### config.mk
export PLATFORM = sky130hd
export DESIGN_NAME = length_type_prefixed_deframer
export DESIGN_NICKNAME = d
export VERILOG_FILES = /design/src/rtl/ltpd_pkg.sv /design/src/rtl/ltpd_parser.sv /design/src/rtl/ltpd_out_reg.sv /design/src/rtl/length_type_prefixed_deframer.sv
export VERILOG_INCLUDE_DIRS = /design/src /design/src/rtl
export SDC_FILE = /design/constraint.sdc
export NUM_CORES = 1
export LEC_CHECK = 0
export BUFFER_PORTS_ARGS = -buffer_cell sky130_fd_sc_hd__buf_2
export CORE_ASPECT_RATIO = 1.1
export CORE_MARGIN = 5
export CORE_UTILIZATION = 30
export CTS_BUF_LIST = sky130_fd_sc_hd__clkbuf_8
export CTS_CLUSTER_SIZE = 12
export DETAILED_ROUTE_END_ITERATION = 12
export GPL_ROUTABILITY_DRIVEN = 0
export GPL_TIMING_DRIVEN = 0
export PLACE_DENSITY = 0.54
export SLEW_MARGIN = 15
export SYNTH_ARGS = -nofsm -noshare
export SYNTH_HDL_FRONTEND = slang
export SYNTH_SLANG_ARGS = --single-unit
### constraint.sdc
create_clock -name clk -period 4.8 [get_ports clk]
set_input_delay 0.48 -clock clk [delete_from_list [all_inputs] [get_ports clk]]
set_output_delay 0.48 -clock clk [all_outputs]
set_load 0.03 [all_outputs]
### src/rtl/assert_macros.svh
// Assertion helpers for the RTL.
`ifndef ASSERT_MACROS_SVH
`define ASSERT_MACROS_SVH

// Same-cycle implication, disabled while reset is asserted.
`define ASSERT_SAME(label, clk, rst_n, pre, post) \
	label: assert property (@(posedge clk) disable iff (!rst_n) (pre) |-> (post)) \
		else $error("assertion failed");

// Next-cycle implication, disabled while reset is asserted.
`define ASSERT_NEXT(label, clk, rst_n, pre, post) \
	label: assert property (@(posedge clk) disable iff (!rst_n) (pre) |=> (post)) \
		else $error("assertion failed");

`endif

### src/rtl/ltpd_pkg.sv
`timescale 1ns / 1ps
`default_nettype none

package ltpd_pkg;

	localparam int HDR_BYTES = 8;
	localparam int HDR_CNT_W = $clog2(HDR_BYTES);
	localparam logic [HDR_CNT_W-1:0] HDR_LAST_POS = HDR_CNT_W'(HDR_BYTES - 1);

	typedef struct packed {
		logic        valid;
		logic [7:0]  data_byte;
		logic [31:0] msg_kind;
		logic [31:0] msg_length;
		logic        has_data;
		logic        last;
	} ltpd_result_t;

	typedef struct packed {
		logic                 in_payload;
		logic [HDR_CNT_W-1:0] hdr_cnt;
		logic                 left_zero;
	} ltpd_status_t;

endpackage

`default_nettype wire

### src/rtl/ltpd_parser.sv
`timescale 1ns / 1ps
`default_nettype none

module ltpd_parser
	import ltpd_pkg::*;
(
	input  wire logic         clk,
	input  wire logic         arst_n,
	input  wire logic         fire,
	input  wire logic [7:0]   in_byte,
	output ltpd_result_t      res,
	output ltpd_status_t      status
);

	logic                 in_payload_q;
	logic [HDR_CNT_W-1:0] hdr_cnt_q;
	logic [31:0]          length_q;
	logic [31:0]          type_q;
	logic [31:0]          left_q;

	logic                 left_le1;
	logic                 hdr_done;
	logic [1:0]           lane;

	assign left_le1 = (left_q[31:1] == 31'd0);
	assign hdr_done = (hdr_cnt_q == HDR_LAST_POS);
	assign lane     = hdr_cnt_q[1:0];

	always_comb begin
		res            = '0;
		res.msg_kind   = type_q;
		res.msg_length = length_q;
		if (in_payload_q) begin
			res.valid     = fire;
			res.data_byte = in_byte;
			res.has_data  = 1'b1;
			res.last      = left_le1;
		end else begin
			// empty message: marker goes out on the final type byte
			res.valid      = fire && hdr_done && (length_q == 32'd0);
			res.msg_kind   = {in_byte, type_q[23:0]};
			res.msg_length = 32'd0;
			res.last       = 1'b1;
		end
	end

	always_ff @(posedge clk or negedge arst_n) begin
		if (!arst_n) begin
			in_payload_q <= 1'b0;
			hdr_cnt_q    <= '0;
			length_q     <= '0;
			type_q       <= '0;
			left_q       <= '0;
		end else if (fire) begin
			if (in_payload_q) begin
				if (left_le1) begin
					left_q       <= '0;
					in_payload_q <= 1'b0;
				end else begin
					left_q <= left_q - 32'd1;
				end
			end else begin
				// first byte of each word overwrites, the rest merge in
				if (!hdr_cnt_q[HDR_CNT_W-1]) begin
					if (lane == 2'd0)
						length_q <= {24'd0, in_byte};
					else
						length_q[8*lane +: 8] <= in_byte;
				end else begin
					if (lane == 2'd0)
						type_q <= {24'd0, in_byte};
					else
						type_q[8*lane +: 8] <= in_byte;
				end

				if (hdr_done) begin
					hdr_cnt_q <= '0;
					if (length_q != 32'd0) begin
						left_q       <= length_q;
						in_payload_q <= 1'b1;
					end
				end else begin
					hdr_cnt_q <= hdr_cnt_q + 1'b1;
				end
			end
		end
	end

	assign status.in_payload = in_payload_q;
	assign status.hdr_cnt    = hdr_cnt_q;
	assign status.left_zero  = (left_q == 32'd0);

endmodule

`default_nettype wire

### src/rtl/ltpd_out_reg.sv
`timescale 1ns / 1ps
`default_nettype none

module ltpd_out_reg
	import ltpd_pkg::*;
(
	input  wire logic         clk,
	input  wire logic         arst_n,
	input  wire ltpd_result_t res,
	output logic              out_free,
	output logic              out_valid,
	input  wire logic         out_stall,
	output logic [7:0]        data_byte,
	output logic [31:0]       msg_kind,
	output logic [31:0]       msg_length,
	output logic              has_data,
	output logic              last
);

	logic         valid_q;
	logic [7:0]   data_q;
	logic [31:0]  type_q;
	logic [31:0]  length_q;
	logic         has_data_q;
	logic         last_q;

	assign out_free = !valid_q || !out_stall;

	always_ff @(posedge clk or negedge arst_n) begin
		if (!arst_n)
			valid_q <= 1'b0;
		else if (out_free)
			valid_q <= res.valid;
	end

	always_ff @(posedge clk) begin
		if (out_free && res.valid) begin
			data_q     <= res.data_byte;
			type_q     <= res.msg_kind;
			length_q   <= res.msg_length;
			has_data_q <= res.has_data;
			last_q     <= res.last;
		end
	end

	assign out_valid  = valid_q;
	assign data_byte  = data_q;
	assign msg_kind   = type_q;
	assign msg_length = length_q;
	assign has_data   = has_data_q;
	assign last       = last_q;

endmodule

`default_nettype wire

### src/rtl/length_type_prefixed_deframer.sv
`timescale 1ns / 1ps
`default_nettype none
`include "assert_macros.svh"

// Channel   Handshake             Payload
// ------    -------------------   ----------------------------------------------
// input     in_valid / in_stall   in_byte
// output    out_valid / out_stall data_byte, msg_kind, msg_length, has_data, last
//
// One byte is taken every clock while the output is not held off.
// An item crosses an input register and then a result register.
// Header bytes give no item except the empty-message marker on the eighth byte.
// Reset clears the parser to expect a header and empties both registers.
// out_stall reaches in_stall only when the input register is full.

module length_type_prefixed_deframer
	import ltpd_pkg::*;
(
	input  wire logic         clk,
	input  wire logic         arst_n,
	input  wire logic         in_valid,
	output logic              in_stall,
	input  wire logic [7:0]   in_byte,
	output logic              out_valid,
	input  wire logic         out_stall,
	output logic [7:0]        data_byte,
	output logic [31:0]       msg_kind,
	output logic [31:0]       msg_length,
	output logic              has_data,
	output logic              last
);

	logic         valid_s1;
	logic [7:0]   byte_s1;
	logic         out_free;
	logic         fire;
	ltpd_result_t res;
	ltpd_status_t status;

	assign in_stall = valid_s1 && !out_free;
	assign fire     = valid_s1 && out_free;

	always_ff @(posedge clk or negedge arst_n) begin
		if (!arst_n)
			valid_s1 <= 1'b0;
		else if (!in_stall)
			valid_s1 <= in_valid;
	end

	always_ff @(posedge clk) begin
		if (!in_stall && in_valid)
			byte_s1 <= in_byte;
	end

	ltpd_parser u_parser (
		.clk     (clk),
		.arst_n  (arst_n),
		.fire    (fire),
		.in_byte (byte_s1),
		.res     (res),
		.status  (status)
	);

	ltpd_out_reg u_out_reg (
		.clk        (clk),
		.arst_n     (arst_n),
		.res        (res),
		.out_free   (out_free),
		.out_valid  (out_valid),
		.out_stall  (out_stall),
		.data_byte  (data_byte),
		.msg_kind   (msg_kind),
		.msg_length (msg_length),
		.has_data   (has_data),
		.last       (last)
	);

	// payload phase always has bytes outstanding
	`ASSERT_SAME(a_payload_left, clk, arst_n, status.in_payload, !status.left_zero)
	// header counter sits at zero for the whole payload
	`ASSERT_SAME(a_payload_cnt, clk, arst_n, status.in_payload, status.hdr_cnt == '0)
	// a held input item is not lost or overwritten
	`ASSERT_NEXT(a_s1_hold, clk, arst_n, valid_s1 && in_stall, valid_s1 && $stable(byte_s1))

endmodule

`default_nettype wire
==> results of run 1 <==
-- cells in the final DEF, fill, tap and decap left out, drive strengths merged, types with 2 or more instances in the layout --
cell type / netlist / routed
dfrtp: 102 / 102
buf: 8 / 98
o21ai: 94 / 94
nand2: 82 / 82
edfxtp: 82 / 82
nor2: 44 / 44
clkbuf: 23 / 43
and2: 32 / 32
inv: 30 / 32
nand3: 30 / 30
mux2: 22 / 22
nor4: 19 / 19
a21oi: 18 / 18
nor3: 15 / 15
a22o: 11 / 11
ha: 8 / 8
o22ai: 6 / 6
nand4: 6 / 6
a32oi: 5 / 5
o211ai: 5 / 5
clkinv: 1 / 5
and3: 4 / 4
clkinvlp: 0 / 4
nand2b: 3 / 3
a41oi: 3 / 3
a22oi: 3 / 3
a21o: 2 / 2
or4: 2 / 2
or3: 2 / 2
a21boi: 2 / 2
nor2b: 2 / 2
o32ai: 2 / 2
o2bb2ai: 2 / 2
a221o: 2 / 2
bufinv: 0 / 2
-- timing repair --
action,CTS,global route
hold endpoints to repair,38,0
hold buffers,1,0
gates resized for setup,0,0
-- routing by layer --
| metal | track usage, % | part of all wire, % | up-vias |
|---|---|---|---|
| met5 | 0 | 0 | - |
| met4 | 5.17 | 2.1 | 0 |
| met3 | 3.20 | 4.9 | 36 |
| li1 | - | - | 2704 |
| met1 | 21.4 | 47 | 2848 |
| met2 | 23.5 | 46 | 180 |
-- through the flow --
step / worst slack (ps) / hold slack [ps] / power [mW] / instance area, um^2 / util [%]
3_3_place_gp: -1800 / 435 / 4.85 / 8700 / 33.6
6_report: 1950 / 163 / 5.92 / 9190 / 35.5
5_1_grt: 1720 / 137 / 6.28 / 9190 / 35.5
2_1_floorplan: 172 / 184 / 4.06 / 7820 / -
3_5_place_dp: 1830 / 425 / 4.86 / 8780 / 33.9
4_1_cts: 1980 / 146 / 5.94 / 9190 / 35.5
-- how the worst max path moves through the flow --
stage,cells past startpoint,slack [ps],endpoint
detailed placement,9,1830,u_parser.length_q[7]$_DFFE_PN0P_
CTS,6,1980,u_parser.left_q[20]$_DFFE_PN0P_
global placement,5,-1800,u_out_reg.msg_length[10]$_SDFFCE_PN0P_
finish,6,1950,u_parser.left_q[30]$_DFFE_PN0P_
global route,7,1720,u_parser.left_q[24]$_DFFE_PN0P_
floorplan,5,170,u_out_reg.data_byte[0]$_SDFFCE_PN0P_
-- flip-flops by register name (all words and copies together), names as in the netlist, 3 cells and up --
register              count
byte_s1                   8
u_out_reg.data_byte       8
u_out_reg.msg_kind       32
u_out_reg.msg_length     32
u_parser.hdr_cnt_q        3
u_parser.left_q          32
u_parser.length_q        32
u_parser.type_q          32
-- area by class of cell --
class / instances / share of cell area (%)
inverter: 31 / 1.32
timing repair buffer: 91 / 5.65
multi-input combinational: 439 / 27.9
buffer: 31 / 1.44
clock buffer: 20 / 2.99
clock inverter: 12 / 1.37
tap: 352 / 4.79
sequential: 184 / 54.6
-- critical path: cells and delay by family (launching register included) --
kind / cells / cell delay, ps
DFF: 1 / 410
and+or+nand+nor: 3 / 1870
AOI/OAI and AO/OA: 3 / 440
-- kinds of logic (layout without fill, tap and decap cells) --
| group | Yosys count | after routing | synth area share (%) |
|---|---|---|---|
| compound gates | 163 | 163 | 12.6 |
| fa+ha+maj | 8 | 8 | 1.28 |
| mux | 22 | 22 | 3.17 |
| buf+inv | 62 | 185 | 3.25 |
| simple gates | 246 | 246 | 15.6 |
| flops | 184 | 184 | 64.1 |
-- power groups by stage --
stage               Combinational (mW)  Clock (mW)  Sequential [mW]
floorplan                         1.29           0             2.77
global placement                  2.28           0             2.57
detailed placement                2.33           0             2.54
CTS                               2.33        1.10             2.51
global route                      2.55        1.17             2.56
finish                            2.33        1.08             2.50
==> flow_summary_export.csv, run 1 <==
group,metric,value,unit
clock_tree,cts_tree,"yes",
sta,period_share,59.4,%
route,dr.first_iter.drc_count,466,
clock_tree,clkTransAtPathRegs,90,ps
layout,regArea,5010,um^2
power_and_ir_drop,vdd_ir_drop_max,0.000271,V
synthesis,synth-seq-cells,184,
setup_path,path_common_cell,"o21ai_0",
sta,min_period,2850,ps
sta,drv_slew,0,
die,row_count,62,
route,drt-total-wl,21800,um
synthesis,synthFlopType,"dfrtp_1",
sta,hold_viol_final,0,
setup_path,cp_slowest_cell,"nor4_1",
route,vias,5768,
sta,max-slew-margin-rel,32.0,%
synthesis,yosysMostFrequentCell,"dfrtp_1",
layout,final_layout_size_suffix_gt1_share,19.8,%
setup_path,cp-start-kind,"flip-flop",
layout,fillerInstances,2672,
synthesis,ys_seq_area_share,64.1,%
power_and_ir_drop,switchingPower,2.55,mW
setup_path,cp-end-kind,"flip-flop",
route,post_drt_wl_per_cell,18.8,um
place,dp_hpwl,15300,um
setup_path,reg2reg_from,"u_parser.left_q[12]$_DFFE_PN0P_",
route,route.detailed.drc,0,
setup_path,critPathMaxStageDelay,800,ps
power_and_ir_drop,power_density,644,nW/um^2
global_route,antenna_found_initial,0,
power_and_ir_drop,p_comb_share,39.4,%
power_and_ir_drop,p_int,3.37,mW
setup_path,r2r-end,"u_parser.left_q[30]$_DFFE_PN0P_",
layout,multiInputGateArea,2560,um^2
setup_path,critical_path_class,"reg2reg",
layout,nets,815,
synthesis,synth_edf_count,82,
place,portBuffers,87,
synthesis,synth_cell_types,57,
global_route,grt_pass1_wl,33800,um
power_and_ir_drop,clockPowerShare,18.3,%
layout,antenna_cells,0,
route,vias_per_cell,4.97,
min_path,min_path_type,"in2reg",
synthesis,avgSynthCellArea,11.4,um^2
die,coreArea,25900,um^2
layout,area_growth,17.5,%
route,drtAntennaViolNets,0,
place,dp.cells,1127,
global_route,grt_overflow_total,0,
die,ioPinCount,88,
synthesis,async_reset_ff_share,55.4,%
sta,tns,0,ps
synthesis,yosys.area.top_type,"dfrtp_1",
min_path,min_from,"in_byte[4]",
die,fp.dieH,179,um
clock_tree,clock-sinks,184,
power_and_ir_drop,leakagePower,3.71,nW
layout,instances_no_fill,1160,
setup_path,worstSetupStartpoint,"u_parser.left_q[12]$_DFFE_PN0P_",
sta,tightest_slew,1010,ps
synthesis,syn_inst,685,
power_and_ir_drop,swShare,43.1,%
synthesis,yosysWarnings,0,
synthesis,netlist.area_leader.share,32.6,%
synthesis,ys_top_cells_by_area,"dfrtp_1 33%, edfxtp_1 31%, o21ai_0 5.8%",
die,initial_utilization,30.2,%
sta,rsz0062_at_grt,"false",
clock_tree,cts.htree.levels,4,
run,maxCapViolCount,0,
die,die-area,29400,um^2
setup_path,required,5150,ps
synthesis,yosys-top-cells-count,"102 x dfrtp_1, 90 x o21ai_0, 82 x edfxtp_1, 82 x nand2_1, 42 x nor2_1",
setup_path,path_cells,"nor4_1, nand2_1, nor4_2, a41oi_1, o21ai_0, o21ai_0",
clock_tree,worstSkewPairLatency,490,ps
synthesis,syn_nets,705,
setup_path,timing.reg2reg.setup_slack,1950,ps
sta,finalSetupViolCount,0,
synthesis,syn_area,7820,um^2
sta,fmax,351,MHz
min_path,holdPathStages,1,
clock_tree,post_cts_buffers,0,
min_path,worstHoldEndpoint,"byte_s1[4]$_DFFE_PP_",
setup_path,arrival,3200,ps
clock_tree,cts_root_buffer,"clkbuf_8",
setup_path,r2r_cells,6,
route,firstDrtPassIters,5,
power_and_ir_drop,power_frac_seq,42.3,%
global_route,grt_pass1_vias,5666,
clock_tree,ctsLongestPathBuffers,2,
sta,fin_skew,12.4,ps
run_status,outcome,"finished, final reports clean",
setup_path,cp_max_fo,7,
global_route,track_usage,15.2,%
global_route,grt_max_degree,65,
die,die_w,164,um
clock_tree,cts_buffers,17,
Power figures use the tool's default switching activity.
==> run 2: changes to the inputs <==
Settings changed: PLACE_DENSITY 0.54 to 0.52.
Clock period 4.8 ns to 2.7 ns, I/O delays scaled along.
==> flow_summary_export.csv, run 2 (synthesis gave the netlist of run 1 again) <==
group,metric,value,unit
power_and_ir_drop,vdd_ir_drop_max,0.000378,V
place,pre_cts_ws,-348,ps
layout,instances_no_fill,1176,
clock_tree,cts_buffers,17,
setup_path,critPathMaxStageDelay,590,ps
run_status,outcome,"finished, final reports clean",
global_route,antenna_found_initial,0,
route,vias_per_cell,5.01,
sta,fin_skew,12.3,ps
sta,period_share,95.6,%
route,post_drt_wl_per_cell,18.6,um
sta,finalSetupViolCount,0,
global_route,grt_pass1_vias,5871,
sta,worst_slack,118,ps
clock_tree,cts_tree,"yes",
layout,final_cell_mix,"102 x dfrtp_1, 90 x o21ai_0, 87 x buf_2",
setup_path,timing.reg2reg.setup_slack,120,ps
power_and_ir_drop,power_density,1130,nW/um^2
clock_tree,cts.htree.levels,4,
sta,tightest_slew,973,ps
global_route,track_usage,15.2,%
clock_tree,ctsLongestPathBuffers,2,
power_and_ir_drop,leakagePower,3.80,nW
layout,final_layout_size_suffix_gt1_share,21.4,%
sta,tns,0,ps
setup_path,critical_path_class,"reg2reg",
setup_path,path_buf_inv,4,
sta,hold_viol_final,0,
route,drtAntennaViolNets,0,
layout,antenna_cells,0,
setup_path,arrival,2790,ps
route,dr.first_iter.drc_count,432,
die,fp.dieH,179,um
layout,fillerInstances,2656,
sta,fmax,387,MHz
setup_path,cp_slowest_cell,"clkbuf_1",
layout,final_common_cell,"dfrtp_1",
route,vias,5890,
die,die_w,164,um
sta,drv_slew,0,
setup_path,cp_max_fo,10,
setup_path,cp-end-kind,"flip-flop",
clock_tree,clock-sinks,184,
route,firstDrtPassIters,5,
layout,area_growth,20.2,%
global_route,grt_overflow_total,0,
setup_path,path_cells,"inv_1, clkbuf_1, clkbuf_1, buf_1, nor2_1",
layout,nets,832,
die,coreArea,25900,um^2
layout,post-route-util,36.3,%
setup_path,path_common_cell,"clkbuf_1",
global_route,grt_max_degree,79,
place,dp_hpwl,15300,um
sta,rsz0062_at_grt,"false",
layout,regArea,5010,um^2
sta,max-slew-margin-rel,34.6,%
clock_tree,worstSkewPairLatency,470,ps
place,portBuffers,87,
die,ioPinCount,88,
layout,multiInputGateArea,2610,um^2
die,die-area,29400,um^2
run,maxCapViolCount,0,
sta,min_period,2580,ps
global_route,grt_pass1_wl,34000,um
die,row_count,62,
clock_tree,clkTransAtPathRegs,90,ps
clock_tree,cts_root_buffer,"clkbuf_8",
route,route.detailed.drc,0,
place,dp.cells,1128,
route,drt-total-wl,21800,um
setup_path,cp-start-kind,"flip-flop",
setup_path,required,2900,ps
min_path,min_path_type,"in2reg",
setup_path,path_delay_family,"buffers and inverters",
die,initial_utilization,30.2,%
[run 2: cell types whose count changed in the layout (fill, tap and decap cells not counted), moves of 2 or more]
cell / before / now
buf_16: 1 / 3
buf_4: 2 / 8
clkbuf_1: 23 / 21
clkbuf_2: 0 / 2
clkinv_2: 3 / 1
clkinv_4: 2 / 4
dlygate4sd3_1: 1 / 10
nor4_1: 17 / 14
nor4_2: 1 / 3
[run 2: area by class of cell]
cell class / count / area share [%]
Buffer: 31 / 1.44
Clock buffer: 19 / 2.78
Clock inverter: 12 / 1.14
Inverter: 31 / 1.29
Multi-Input combinational cell: 439 / 27.8
Sequential cell: 184 / 53.3
Tap cell: 352 / 4.68
Timing Repair Buffer: 108 / 7.54
[run 2: worst reg2reg max path: stages (launching register included)]
cell	delay, ps
dfrtp_1	480
inv_1	150
clkbuf_1	560
clkbuf_1	590
buf_1	420
nor2_1	120
[run 2: worst paths after layout]
path | from | to | cells after the start
max | u_parser.in_payload_q$_DFFE_PN0P_ | u_out_reg.msg_length[13]$_SDFFCE_PN0P_ | 5
min | out_stall | u_out_reg.out_valid$_DFFE_PN0N_ | 2
max reg2reg | u_parser.in_payload_q$_DFFE_PN0P_ | u_out_reg.msg_length[13]$_SDFFCE_PN0P_ | 5
min reg2reg | u_parser.type_q[16]$_DFFE_PN0P_ | u_out_reg.msg_kind[16]$_DFFE_PP_ | 0
max in group asynchronous | arst_n | u_parser.type_q[26]$_DFFE_PN0P_ | 3
min in group asynchronous | arst_n | u_parser.type_q[16]$_DFFE_PN0P_ | 2
[run 2: metal layers]
| layer | track usage, % | share of wire [%] | vias up |
|---|---|---|---|
| met5 | 0 | 0 | - |
| met2 | 23.4 | 46 | 216 |
| met3 | 3.45 | 5.9 | 31 |
| met1 | 21.3 | 46 | 2906 |
| li1 | - | - | 2737 |
| met4 | 4.96 | 2.4 | 0 |
[run 2: through the flow]
step	power [mW]	hold slack, ps	area, um^2
6_report	10.7	61.6	9400
5_1_grt	11.4	50.0	9400
3_5_place_dp	8.69	152	8820
4_1_cts	10.6	24.0	9340
2_1_floorplan	7.20	-25.6	7830
3_3_place_gp	8.61	433	8710
[run 2: power breakdown]
group / leakage (nW) / internal [mW] / switching (mW)
combinational: 1.46 / 1.40 / 3.02
sequential: 2.16 / 3.86 / 0.615
clock: 0.183 / 0.771 / 0.994
total: 3.80 / 6.03 / 4.63
[run 2: timing repair]
item / in CTS / in global routing
hold endpoints to repair: 33 / 0
cloned: 0 / 0
resized for setup: 6 / 7
buffers inserted: 4 / 3
hold buffers: 10 / 0
pin swaps: 1 / 2
endpoints found under the setup margin: 74 / 65
==> run 3: changes to the inputs <==
Settings changed: CORE_UTILIZATION 30 to 40, PLACE_DENSITY 0.52 to 0.64.
==> flow_summary_export.csv, run 3 (synthesis gave the netlist of run 1 again) <==
group,metric,value,unit
place,portBuffers,87,
setup_path,arrival,2850,ps
run_status,outcome,"finished, final reports clean",
layout,multiInputGateArea,2600,um^2
place,pre_cts_ws,-168,ps
setup_path,cp-start-kind,"flip-flop",
sta,period_share,94.3,%
sta,tightest_slew,991,ps
setup_path,crit_cells,6,
setup_path,cp-end-kind,"flip-flop",
sta,drv_slew,0,
die,row_count,53,
sta,rsz0062_at_grt,"false",
setup_path,path_buf_inv,0,
sta,worst_slack,154,ps
layout,final_layout_size_suffix_gt1_share,20.7,%
layout,antenna_cells,0,
place,dp_hpwl,13900,um
sta,holdWs,60.7,ps
clock_tree,cts_buffers,17,
global_route,grt_pass1_vias,5650,
setup_path,cp_max_fo,5,
setup_path,path_delay_family,"simple AND/OR/NAND/NOR gates",
global_route,grt_pass1_wl,31300,um
layout,area_growth,17.7,%
clock_tree,ctsLongestPathBuffers,2,
route,post_drt_wl_per_cell,18.5,um
die,die-area,22500,um^2
sta,hold_viol_final,0,
min_path,holdPathStages,2,
layout,final_common_cell,"dfrtp_1",
route,vias_per_cell,5.38,
layout,regArea,5010,um^2
setup_path,cp_slowest_cell,"nor4_1",
sta,fin_skew,14.1,ps
sta,min_period,2550,ps
global_route,grt_max_degree,56,
power_and_ir_drop,vdd_ir_drop_max,0.000461,V
route,dr.first_iter.drc_count,491,
power_and_ir_drop,power_density,1130,nW/um^2
setup_path,r2r_cells,6,
run,maxCapViolCount,0,
route,drtAntennaViolNets,0,
global_route,antenna_found_initial,0,
setup_path,required,3000,ps
clock_tree,cts.htree.levels,4,
setup_path,critPathMaxStageDelay,550,ps
route,route.detailed.drc,0,
route,vias,5749,
die,initial_utilization,40.8,%
die,die_w,143,um
global_route,grt_overflow_total,0,
layout,final_cell_mix,"102 x dfrtp_1, 90 x o21ai_0, 87 x buf_2",
setup_path,path_cells,"nor4_1, nand4_1, nor3_1, a21boi_0, o21ai_0, o311ai_0",
sta,max-slew-margin-rel,33.4,%
clock_tree,cts_root_buffer,"clkbuf_8",
global_route,track_usage,18.1,%
sta,fmax,393,MHz
route,wl_met1,8620,um
route,firstDrtPassIters,6,
die,fp.dieH,157,um
min_path,min_path_type,"in2reg",
clock_tree,clock-sinks,184,
route,wl_met3,1220,um
clock_tree,worstSkewPairLatency,470,ps
route,wl_met2,9280,um
clock_tree,clkTransAtPathRegs,100,ps
die,coreArea,19200,um^2
route,dr.max_layer_used,"met4",
route,drt-total-wl,19700,um
power_and_ir_drop,leakagePower,3.78,nW
clock_tree,cts_tree,"yes",
die,ioPinCount,88,
layout,fillerInstances,1748,
sta,finalSetupViolCount,0,
setup_path,critical_path_class,"reg2reg",
layout,nets,828,
run 3: cell count changes in the layout (fill, tap and decap cells not counted), sizes merged:
| cell | delta |
|---|---|
| buf | -5 |
| inv | +4 |
| bufinv | -1 |
| clkinvlp | -1 |
| clkinv | -1 |
| nor2 | +1 |
run 3: what timing repair did:
| action | CTS | global route |
|---|---|---|
| cloned | 1 | 0 |
| pin swaps | 1 | 1 |
| endpoints found under the hold margin | 56 | 0 |
| resized for setup | 2 | 10 |
| setup endpoints to repair | 41 | 70 |
| hold buffers | 10 | 0 |
| setup buffers | 0 | 2 |
run 3: stage by stage:
step | cell area [um^2] | std cells | utilization (%) | TNS, ps | power, mW
2_1_floorplan | 7830 | 685 | - | 0 | 7.20
3_3_place_gp | 8580 | 1019 | 44.7 | -56610 | 8.44
3_5_place_dp | 8690 | 1023 | 45.4 | -2110 | 8.57
4_1_cts | 9160 | 1066 | 47.8 | 0 | 10.3
5_1_grt | 9210 | 1068 | 48.1 | 0 | 11.0
6_report | 9210 | 1068 | 48.1 | 0 | 10.4
run 3: report_power, final:
part	internal, mW	switching, mW	total [mW]
sequential	3.86	0.601	4.46
combinational	1.32	2.88	4.20
clock	0.696	1.03	1.72
total	5.88	4.51	10.4
run 3: worst register-to-register path, cell delays in order (launching register included):
cell and delay, ps:
dfrtp_1 430, nor4_1 550, nand4_1 370, nor3_1 540
a21boi_0 160, o21ai_0 180, o311ai_0 160
run 3: final cells by class:
cell class,count,share of cell area (%)
inverters,31,1.32
well taps,247,3.36
plain buffers,31,1.47
multi-input cells,440,28.3
clock buffers,19,2.84
clock inverters,13,1.05
flip-flops and latches,184,54.5
repair buffers,103,7.24
run 3: worst paths after layout:
kind | start | to | slack [ps]
max in group asynchronous | arst_n | u_parser.type_q[6]$_DFFE_PN0P_ | 1750
hold reg to reg | u_parser.type_q[20]$_DFFE_PN0P_ | u_out_reg.msg_kind[20]$_DFFE_PP_ | 460
min in group asynchronous | arst_n | u_parser.left_q[8]$_DFFE_PN0P_ | 310
hold / removal | out_stall | u_out_reg.out_valid$_DFFE_PN0N_ | 60
setup / recovery | u_parser.left_q[3]$_DFFE_PN0P_ | u_parser.left_q[25]$_DFFE_PN0P_ | 150
setup reg to reg | u_parser.left_q[3]$_DFFE_PN0P_ | u_parser.left_q[25]$_DFFE_PN0P_ | 150
run 3: layer usage:
| layer | up-vias | GRT usage [%] |
|---|---|---|
| li1 | 2729 | - |
| met1 | 2779 | 24.7 |
| met2 | 201 | 28.4 |
| met3 | 40 | 3.51 |
| met4 | 0 | 7.80 |
| met5 | - | 0 |
